### src/rtl/weyl_mix_random_generator_defines.svh
// Assertion macros used by the back-end RTL of the Weyl mix random generator
`ifndef WEYL_MIX_RANDOM_GENERATOR_DEFINES_SVH
`define WEYL_MIX_RANDOM_GENERATOR_DEFINES_SVH

`ifndef ASSERT_OFF
// Implication checked on every clock edge outside reset
`define WMRG_ASSERT(label, prop, msg) \
    label: assert property (@(posedge i_clk) disable iff (!i_rst_n) prop) else $error(msg);
// Condition that must hold on every clock edge outside reset
`define WMRG_ASSERT_ALWAYS(label, cond, msg) \
    label: assert property (@(posedge i_clk) disable iff (!i_rst_n) (cond)) else $error(msg);
`else
`define WMRG_ASSERT(label, prop, msg)
`define WMRG_ASSERT_ALWAYS(label, cond, msg)
`endif

`endif

### src/rtl/wmrg_pkg.sv
// Shared types and constants of the Weyl mix random generator
package wmrg_pkg;

    localparam logic [31:0] WEYL_STEP    = 32'he120fc15;
    localparam logic [31:0] MIX_FIRST    = 32'h4a39b70d;
    localparam logic [31:0] MIX_SECOND   = 32'h12fad5c9;
    localparam logic [31:0] SEED_DEFAULT = 32'h12345678;

    // Function codes
    localparam logic [1:0] FUNC_RAW      = 2'd0;
    localparam logic [1:0] FUNC_UNSIGNED = 2'd1;
    localparam logic [1:0] FUNC_SIGNED   = 2'd2;

    // Job queue between front and back
    localparam int QUEUE_DEPTH = 2;
    localparam int QUEUE_AW    = $clog2(QUEUE_DEPTH);
    localparam int QUEUE_CW    = $clog2(QUEUE_DEPTH + 1);

    // One classified job: result = lo + (need_div ? raw % span : raw)
    typedef struct packed {
        logic        need_div;
        logic [31:0] lo;
        logic [31:0] span;
        logic [31:0] raw;
    } t_job;

endpackage

### src/rtl/wmrg_front.sv
// Front end: accepts beats, advances the Weyl counter, mixes and classifies
module wmrg_front
    import wmrg_pkg::*;
(
    input  logic        i_clk,
    input  logic        i_rst_n,
    input  logic        i_push,
    output logic        o_full,
    input  logic [1:0]  i_func,
    input  logic [31:0] i_bound_a,
    input  logic [31:0] i_bound_b,
    input  logic        i_seed_we,
    input  logic [31:0] i_seed_value,
    output logic        o_job_valid,
    output t_job        o_job,
    input  logic        i_job_ready
);

    localparam logic [1:0] F_IDLE = 2'd0;
    localparam logic [1:0] F_MIX1 = 2'd1;
    localparam logic [1:0] F_MIX2 = 2'd2;
    localparam logic [1:0] F_PUSH = 2'd3;

    // 32x32 multiply with the high half folded onto the low half
    function automatic logic [31:0] fold_mul(input logic [31:0] x, input logic [31:0] k);
        logic [63:0] p;
        p = {32'd0, x} * {32'd0, k};
        return p[63:32] ^ p[31:0];
    endfunction

    logic [1:0]  r_state, n_state;
    logic [31:0] r_counter;
    logic [31:0] r_word;
    logic [1:0]  r_func;
    logic [31:0] r_a, r_b;
    logic [31:0] r_lo, r_span;
    logic        r_ranged;

    logic        accept;
    logic        ranged;
    logic        swap;
    logic [31:0] lo, hi;

    assign accept = i_push && (r_state == F_IDLE);
    assign o_full = (r_state != F_IDLE);

    // Bound ordering; signed compare by flipping the sign bits
    always_comb begin
        ranged = (r_func == FUNC_UNSIGNED) || (r_func == FUNC_SIGNED);
        if (r_func == FUNC_SIGNED) begin
            swap = (r_a ^ 32'h8000_0000) > (r_b ^ 32'h8000_0000);
        end else begin
            swap = r_a > r_b;
        end
        lo = swap ? r_b : r_a;
        hi = swap ? r_a : r_b;
    end

    // Sequencer
    always_comb begin
        n_state = r_state;
        unique case (r_state)
            F_IDLE: if (accept) n_state = F_MIX1;
            F_MIX1: n_state = F_MIX2;
            F_MIX2: n_state = F_PUSH;
            F_PUSH: if (i_job_ready) n_state = F_IDLE;
            default: n_state = F_IDLE;
        endcase
    end

    always_ff @(posedge i_clk) begin
        if (!i_rst_n) begin
            r_state   <= F_IDLE;
            r_counter <= SEED_DEFAULT;
        end else begin
            r_state <= n_state;
            if (i_seed_we) begin
                r_counter <= (i_seed_value == 32'd0) ? SEED_DEFAULT : i_seed_value;
            end else if (accept) begin
                r_counter <= r_counter + WEYL_STEP;
            end
        end
    end

    // Datapath: one multiply per cycle, registered in between
    always_ff @(posedge i_clk) begin
        if (accept) begin
            r_word <= r_counter + WEYL_STEP;
            r_func <= i_func;
            r_a    <= i_bound_a;
            r_b    <= i_bound_b;
        end
        if (r_state == F_MIX1) begin
            r_word   <= fold_mul(r_word, MIX_FIRST);
            r_ranged <= ranged;
            r_lo     <= ranged ? lo : 32'd0;
            r_span   <= hi - lo + 32'd1;
        end
        if (r_state == F_MIX2) begin
            r_word <= fold_mul(r_word, MIX_SECOND);
        end
    end

    assign o_job_valid   = (r_state == F_PUSH);
    assign o_job.need_div = r_ranged && (r_span != 32'd0);
    assign o_job.lo       = r_lo;
    assign o_job.span     = r_span;
    assign o_job.raw      = r_word;

endmodule

### src/rtl/wmrg_queue.sv
// Short job queue between the front end and the back end
module wmrg_queue
    import wmrg_pkg::*;
(
    input  logic i_clk,
    input  logic i_rst_n,
    input  logic i_wr_valid,
    output logic o_wr_ready,
    input  t_job i_wr_job,
    output logic o_rd_valid,
    input  logic i_rd,
    output t_job o_rd_job
);

    t_job                r_mem [QUEUE_DEPTH];
    logic [QUEUE_AW-1:0] r_wr_ptr, r_rd_ptr;
    logic [QUEUE_CW-1:0] r_count;
    logic                wr, rd;

    assign o_wr_ready = (r_count != QUEUE_CW'(QUEUE_DEPTH));
    assign o_rd_valid = (r_count != '0);
    assign wr = i_wr_valid && o_wr_ready;
    assign rd = i_rd && o_rd_valid;
    assign o_rd_job = r_mem[r_rd_ptr];

    // Pointers and fill count
    always_ff @(posedge i_clk) begin
        if (!i_rst_n) begin
            r_wr_ptr <= '0;
            r_rd_ptr <= '0;
            r_count  <= '0;
        end else begin
            if (wr) r_wr_ptr <= (r_wr_ptr == QUEUE_AW'(QUEUE_DEPTH - 1)) ? '0 : r_wr_ptr + 1'b1;
            if (rd) r_rd_ptr <= (r_rd_ptr == QUEUE_AW'(QUEUE_DEPTH - 1)) ? '0 : r_rd_ptr + 1'b1;
            if (wr && !rd)      r_count <= r_count + 1'b1;
            else if (rd && !wr) r_count <= r_count - 1'b1;
        end
    end

    // Storage
    always_ff @(posedge i_clk) begin
        if (wr) r_mem[r_wr_ptr] <= i_wr_job;
    end

endmodule

### src/rtl/wmrg_back.sv
// Back end: bit-serial modulo, final add and result register
`include "weyl_mix_random_generator_defines.svh"
module wmrg_back
    import wmrg_pkg::*;
(
    input  logic        i_clk,
    input  logic        i_rst_n,
    input  logic        i_job_valid,
    output logic        o_job_take,
    input  t_job        i_job,
    output logic        o_empty,
    input  logic        i_pop,
    output logic [31:0] o_random_word
);

    localparam logic [1:0] B_IDLE = 2'd0;
    localparam logic [1:0] B_DIV  = 2'd1;
    localparam logic [1:0] B_DONE = 2'd2;

    logic [1:0]  r_state;
    logic [4:0]  r_cnt;
    logic [31:0] r_rem;
    logic [31:0] r_dvd;
    logic [31:0] r_span;
    logic [31:0] r_lo;
    logic [31:0] r_res;
    logic        r_out_valid;
    logic [31:0] r_out_word;

    logic        take;
    logic        slot_free;
    logic [32:0] trial;
    logic [32:0] diff;
    logic [31:0] n_rem;

    assign take      = (r_state == B_IDLE) && i_job_valid;
    assign o_job_take = take;
    assign slot_free = !r_out_valid || i_pop;

    // One restoring step: shift in the next dividend bit, subtract if it fits
    always_comb begin
        trial = {r_rem, r_dvd[31]};
        diff  = trial - {1'b0, r_span};
        n_rem = diff[32] ? trial[31:0] : diff[31:0];
    end

    // Control
    always_ff @(posedge i_clk) begin
        if (!i_rst_n) begin
            r_state     <= B_IDLE;
            r_out_valid <= 1'b0;
        end else begin
            unique case (r_state)
                B_IDLE: if (take) r_state <= i_job.need_div ? B_DIV : B_DONE;
                B_DIV:  if (r_cnt == 5'd0) r_state <= B_DONE;
                B_DONE: if (slot_free) r_state <= B_IDLE;
                default: r_state <= B_IDLE;
            endcase
            if ((r_state == B_DONE) && slot_free) begin
                r_out_valid <= 1'b1;
            end else if (i_pop) begin
                r_out_valid <= 1'b0;
            end
        end
    end

    // Datapath
    always_ff @(posedge i_clk) begin
        if (take) begin
            r_lo   <= i_job.lo;
            r_span <= i_job.span;
            r_dvd  <= i_job.raw;
            r_rem  <= 32'd0;
            r_cnt  <= 5'd31;
            r_res  <= i_job.lo + i_job.raw;
        end
        if (r_state == B_DIV) begin
            r_rem <= n_rem;
            r_dvd <= {r_dvd[30:0], 1'b0};
            r_cnt <= r_cnt - 5'd1;
            if (r_cnt == 5'd0) r_res <= r_lo + n_rem;
        end
        if ((r_state == B_DONE) && slot_free) begin
            r_out_word <= r_res;
        end
    end

    assign o_empty       = !r_out_valid;
    assign o_random_word = r_out_word;

    `WMRG_ASSERT_ALWAYS(a_rem_below_span, (r_state != B_DIV) || (r_rem < r_span), "remainder not below span")
    `WMRG_ASSERT_ALWAYS(a_span_nonzero, (r_state != B_DIV) || (r_span != 32'd0), "division by zero span")
    `WMRG_ASSERT(a_result_held, (r_out_valid && !i_pop) |=> (r_out_valid && $stable(r_out_word)), "waiting result lost")
    `WMRG_ASSERT(a_done_loads, ((r_state == B_DONE) && slot_free) |=> (r_out_valid && (r_state == B_IDLE)), "result not loaded")

endmodule

### src/rtl/weyl_mix_random_generator.sv
// Top level of the Weyl mix random generator: front end, job queue, back end.
// A new beat is accepted only once the front end has mixed the last one (two multiplies) and
// passed it to the queue; in the ranged modes the modulo unit, one bit a cycle, then sets the pace.
// Reset is synchronous, active low: counter to 0x12345678, queue and result empty.
module weyl_mix_random_generator
    import wmrg_pkg::*;
(
    input  logic        i_clk,
    input  logic        i_rst_n,
    input  logic        push,
    output logic        full,
    input  logic [1:0]  i_func,
    input  logic [31:0] i_bound_a,
    input  logic [31:0] i_bound_b,
    output logic        empty,
    input  logic        pop,
    output logic [31:0] o_random_word,
    input  logic        i_seed_we,
    input  logic [31:0] i_seed_value
);

    logic fe_valid, fe_ready;
    t_job fe_job;
    logic q_valid, q_take;
    t_job q_job;

    wmrg_front u_front (
        .i_clk        (i_clk),
        .i_rst_n      (i_rst_n),
        .i_push       (push),
        .o_full       (full),
        .i_func       (i_func),
        .i_bound_a    (i_bound_a),
        .i_bound_b    (i_bound_b),
        .i_seed_we    (i_seed_we),
        .i_seed_value (i_seed_value),
        .o_job_valid  (fe_valid),
        .o_job        (fe_job),
        .i_job_ready  (fe_ready)
    );

    wmrg_queue u_queue (
        .i_clk      (i_clk),
        .i_rst_n    (i_rst_n),
        .i_wr_valid (fe_valid),
        .o_wr_ready (fe_ready),
        .i_wr_job   (fe_job),
        .o_rd_valid (q_valid),
        .i_rd       (q_take),
        .o_rd_job   (q_job)
    );

    wmrg_back u_back (
        .i_clk         (i_clk),
        .i_rst_n       (i_rst_n),
        .i_job_valid   (q_valid),
        .o_job_take    (q_take),
        .i_job         (q_job),
        .o_empty       (empty),
        .i_pop         (pop),
        .o_random_word (o_random_word)
    );

endmodule

### config.mk
export PLATFORM = sky130hd
export DESIGN_NAME = weyl_mix_random_generator
export DESIGN_NICKNAME = d
export VERILOG_FILES = /design/src/rtl/wmrg_pkg.sv /design/src/rtl/wmrg_front.sv /design/src/rtl/wmrg_queue.sv /design/src/rtl/wmrg_back.sv /design/src/rtl/weyl_mix_random_generator.sv
export VERILOG_INCLUDE_DIRS = /design/src /design/src/rtl
export SDC_FILE = /design/constraint.sdc
export NUM_CORES = 2
export LEC_CHECK = 0
export ABC_CLOCK_PERIOD_IN_PS = 9300
export BUFFER_PORTS_ARGS = -buffer_cell sky130_fd_sc_hd__buf_2
export CORE_ASPECT_RATIO = 0.7
export CORE_MARGIN = 5
export CORE_UTILIZATION = 40
export DETAILED_ROUTE_END_ITERATION = 6
export REMOVE_ABC_BUFFERS = 1
export SYNTH_ARGS = -nofsm -noshare
export SYNTH_HDL_FRONTEND = slang
export SYNTH_SLANG_ARGS = --single-unit
### constraint.sdc
create_clock -name i_clk -period 9.3 [get_ports i_clk]
set_clock_uncertainty 0.1 [all_clocks]
set_input_delay 0.93 -clock i_clk [delete_from_list [all_inputs] [get_ports i_clk]]
set_output_delay 0.93 -clock i_clk [all_outputs]
set_load 0.03 [all_outputs]
==> results.cfg <==
[cts]
number_of_buffers_inserted_for_hold_repair_after_clock_tree_synthesis = 0
clock_insertion_delay_worst_skew_ps = 690
clk_transition_reported_paths_ps = 70
cts-root-buf = sky130_fd_sc_hd__clkbuf_16
cts_num_sinks = 596
cts_made_buffers = 61
h-tree-depth = 2
cts_buffer_depth = 3
clock_tree_from_tritoncts = yes

[sta]
report.final.slew_viol_count = 0
fin_hold_ws_ps = 315
timing.max_slew.rel_slack = 0.158
final_worst_path_period_share = 0.972
final_critical_path_setup_slack_ps = 265
grt_setup_unrepaired = false
maxClockFrequency_ghz = 0.111
worst_slew_pin_slew_ps = 1250
timing.final.hold_violations = 0
setup_viol_count_final = 0
final.min_clock_period_ps = 9040

[routing]
met2_length_mm = 81.1
post_route_wl_mm = 228
vias = 46000
first_iter_violations = 4906
route.top_layer_used = met5
detail_route.first_pass.iterations = 5
ant_nets = 0
via_per_inst = 5.48
wl_met1_mm = 112
met3_wirelength_mm = 30.8
final_routed_wire_length_divided_by_cell_count_um = 27.1
drc = 0

[global_routing]
gr-total-overflow = 0
grt_resource_usage_total = 0.272
largest_net_degree_at_the_start_of_global_routing = 70
grt_pass1_wl_mm = 327
antenna_violations_before_repair = 11
number_of_global_route_vias_before_repair = 45500

[final_layout]
mostFrequentLayoutCell = sky130_fd_sc_hd__inv_1
post_route_cells_drive_above_1_share = 0.0894
mostFrequentLayoutCells = sky130_fd_sc_hd__inv_1 (1,267), sky130_fd_sc_hd__ha_1 (807), sky130_fd_sc_hd__fa_1 (761), sky130_fd_sc_hd__edfxtp_1 (521), sky130_fd_sc_hd__a21oi_1 (335)
n_fill_cell = 14800
final_net_count = 7900
finish.cell_count_without_fillers = 8385
areaGrowthSynthToFinish_pct = 10.0
antenna-diode-count = 0

[worst_setup_path]
critPathLaunchType = register
crit_required_ps = 9600
worst_ep_arrival_time_ps = 9330
critical_path_class = register to register
largest_driver_fanout_on_the_critical_path = 13
endpoint_kind = register

[synthesis]
synthesis.yosys.warnings = 0
postSynth.asyncResetShare = 0
ys_seq_area_frac = 0.271
synth-edff-count = 521
netlist_instances = 6002
synthesis.area_um2 = 63300
synth.largest_area_cell = sky130_fd_sc_hd__edfxtp_1
synth.distinct_cells = 86
synth.top_cell.area_share = 0.247
synth.avg_cell_area_um2 = 10.5
number_of_synthesized_register_bits = 596
synthFlopType = sky130_fd_sc_hd__edfxtp_1
synth_top_cells_by_area = sky130_fd_sc_hd__edfxtp_1 (25%), sky130_fd_sc_hd__fa_1 (24%), sky130_fd_sc_hd__ha_1 (16%), sky130_fd_sc_hd__inv_1 (7.5%), sky130_fd_sc_hd__xnor2_1 (3.3%)

[placed_design]
place.port_buffers = 136
post-place-ws_ps = -85.7
globalplace.congestion = 1.03
half_perimeter_wire_length_of_the_detailed_placement_result_mm = 194
place_inst = 8254

[floorplan]
die_y_um = 343
core_area_um2 = 158000
die_w_um = 485
rows = 122
start_util = 0.401
io-pin-count = 137
die-area_um2 = 166000

[hold_path]
worst_hold_path_type = primary input to register

[status]
outcome = finished clean

[flow_run]
timing.max_cap.violations = 0
metal layers:
metal  global-route usage  vias up
met2                0.336     2030
li1                     -    20500
met4               0.0388        6
met3                0.125      172
met5              0.00710        -
met1                0.429    23200
registers in the layout (all words and copies together) (netlist names), 2 cells and up, named ones only:
register / cells
u_front.r_state: 2
u_back.r_rem: 32
u_front.r_a: 32
u_queue.r_count: 2
u_back.r_state: 2
u_queue.r_mem: 194
u_back.r_res: 32
u_front.r_func: 2
u_front.r_lo: 32
u_back.r_span: 32
u_front.r_b: 32
u_back.o_random_word: 32
u_back.r_cnt: 5
u_front.r_word: 32
u_back.r_lo: 32
u_front.r_span: 32
u_back.r_dvd: 32
u_front.r_counter: 32
critical path: stages, from the launching register on:
cell and delay (ps):
sky130_fd_sc_hd__edfxtp_1 490, sky130_fd_sc_hd__buf_4 420, sky130_fd_sc_hd__ha_2 430, sky130_fd_sc_hd__inv_1 260, sky130_fd_sc_hd__fa_1 720, sky130_fd_sc_hd__inv_1 90, sky130_fd_sc_hd__fa_1 490, sky130_fd_sc_hd__inv_1 50
sky130_fd_sc_hd__fa_1 500, sky130_fd_sc_hd__inv_1 50, sky130_fd_sc_hd__fa_1 610, sky130_fd_sc_hd__fa_1 440, sky130_fd_sc_hd__fa_1 540, sky130_fd_sc_hd__fa_1 470, sky130_fd_sc_hd__ha_1 460, sky130_fd_sc_hd__a21o_1 230
sky130_fd_sc_hd__o21bai_1 230, sky130_fd_sc_hd__or2_2 330, sky130_fd_sc_hd__a31oi_1 160, sky130_fd_sc_hd__a31oi_1 130, sky130_fd_sc_hd__a2111o_1 520, sky130_fd_sc_hd__a31oi_2 290, sky130_fd_sc_hd__nor2_1 80, sky130_fd_sc_hd__a2111oi_0 520
sky130_fd_sc_hd__a21oi_1 110
final timing paths:
check / depth (start not counted) / to / slack (ps) / start
worst max-delay path: 24 / u_front.r_word[24]$_DFFE_PP_ / 260 / u_front.r_word[20]$_DFFE_PP_
worst min-delay path: 1 / u_front.r_a[14]$_DFFE_PP_ / 320 / i_bound_a[14]
worst max register to register: 24 / u_front.r_word[24]$_DFFE_PP_ / 260 / u_front.r_word[20]$_DFFE_PP_
worst min register to register: 0 / u_back.o_random_word[15]$_DFFE_PP_ / 330 / u_back.r_res[15]$_DFF_P_
repair_timing:
item | 4_1_cts | 5_1_grt
endpoints found under the setup margin | 1 | 13
resized for setup | 1 | 4
buffers inserted | 4 | 13
pin swaps | 0 | 0
cell usage after synthesis, types with 25 or more instances:
library cell / instances
sky130_fd_sc_hd__a22o_1: 32
sky130_fd_sc_hd__o21ai_0: 190
sky130_fd_sc_hd__nand4_1: 76
sky130_fd_sc_hd__nor4_1: 31
sky130_fd_sc_hd__clkbuf_1: 117
sky130_fd_sc_hd__a21o_1: 126
sky130_fd_sc_hd__and3_1: 35
sky130_fd_sc_hd__a211oi_1: 50
sky130_fd_sc_hd__inv_1: 1268
sky130_fd_sc_hd__xor2_1: 82
sky130_fd_sc_hd__nor2_1: 278
sky130_fd_sc_hd__nor3_1: 52
sky130_fd_sc_hd__nand2_1: 231
sky130_fd_sc_hd__mux2_2: 120
sky130_fd_sc_hd__o21bai_1: 33
sky130_fd_sc_hd__a21oi_1: 335
sky130_fd_sc_hd__o21a_1: 36
sky130_fd_sc_hd__a31oi_1: 25
sky130_fd_sc_hd__fa_1: 761
sky130_fd_sc_hd__nand3_1: 73
sky130_fd_sc_hd__edfxtp_1: 521
sky130_fd_sc_hd__nor2b_1: 39
sky130_fd_sc_hd__ha_1: 810
sky130_fd_sc_hd__dfxtp_1: 75
sky130_fd_sc_hd__nand2b_1: 34
sky130_fd_sc_hd__and2_1: 48
sky130_fd_sc_hd__or3_1: 27
sky130_fd_sc_hd__xnor2_1: 236
kinds of logic after synthesis:
logic type	share of synthesized area
fa+ha+maj	0.401
flops	0.271
mux	0.0239
buf+inv	0.0834
simple gates	0.0738
compound gates	0.102
xor+xnor	0.0448
final cells by class:
class	instances	area, um2	area share
Tap cell	2108	2640	0.0379
Clock buffer	80	1690	0.0242
Timing Repair Buffer	294	2020	0.0290
Multi-Input combinational cell	4002	40900	0.588
Sequential cell	596	17200	0.246
Inverter	1271	4770	0.0686
Clock inverter	34	430	0.00618
through the flow:
stage | area, um2 | TNS [ps] | utilization
global route | 69600 | 0 | 0.442
global placement | 67300 | -143 | 0.427
CTS | 69500 | 0 | 0.441
detailed placement | 67300 | -85.7 | 0.427
floorplan | 62800 | 0 | -
finish | 69600 | 0 | 0.442
Power is not shown: default switching activity piles up to over one toggle a cycle in this logic, so the estimate is an artifact.
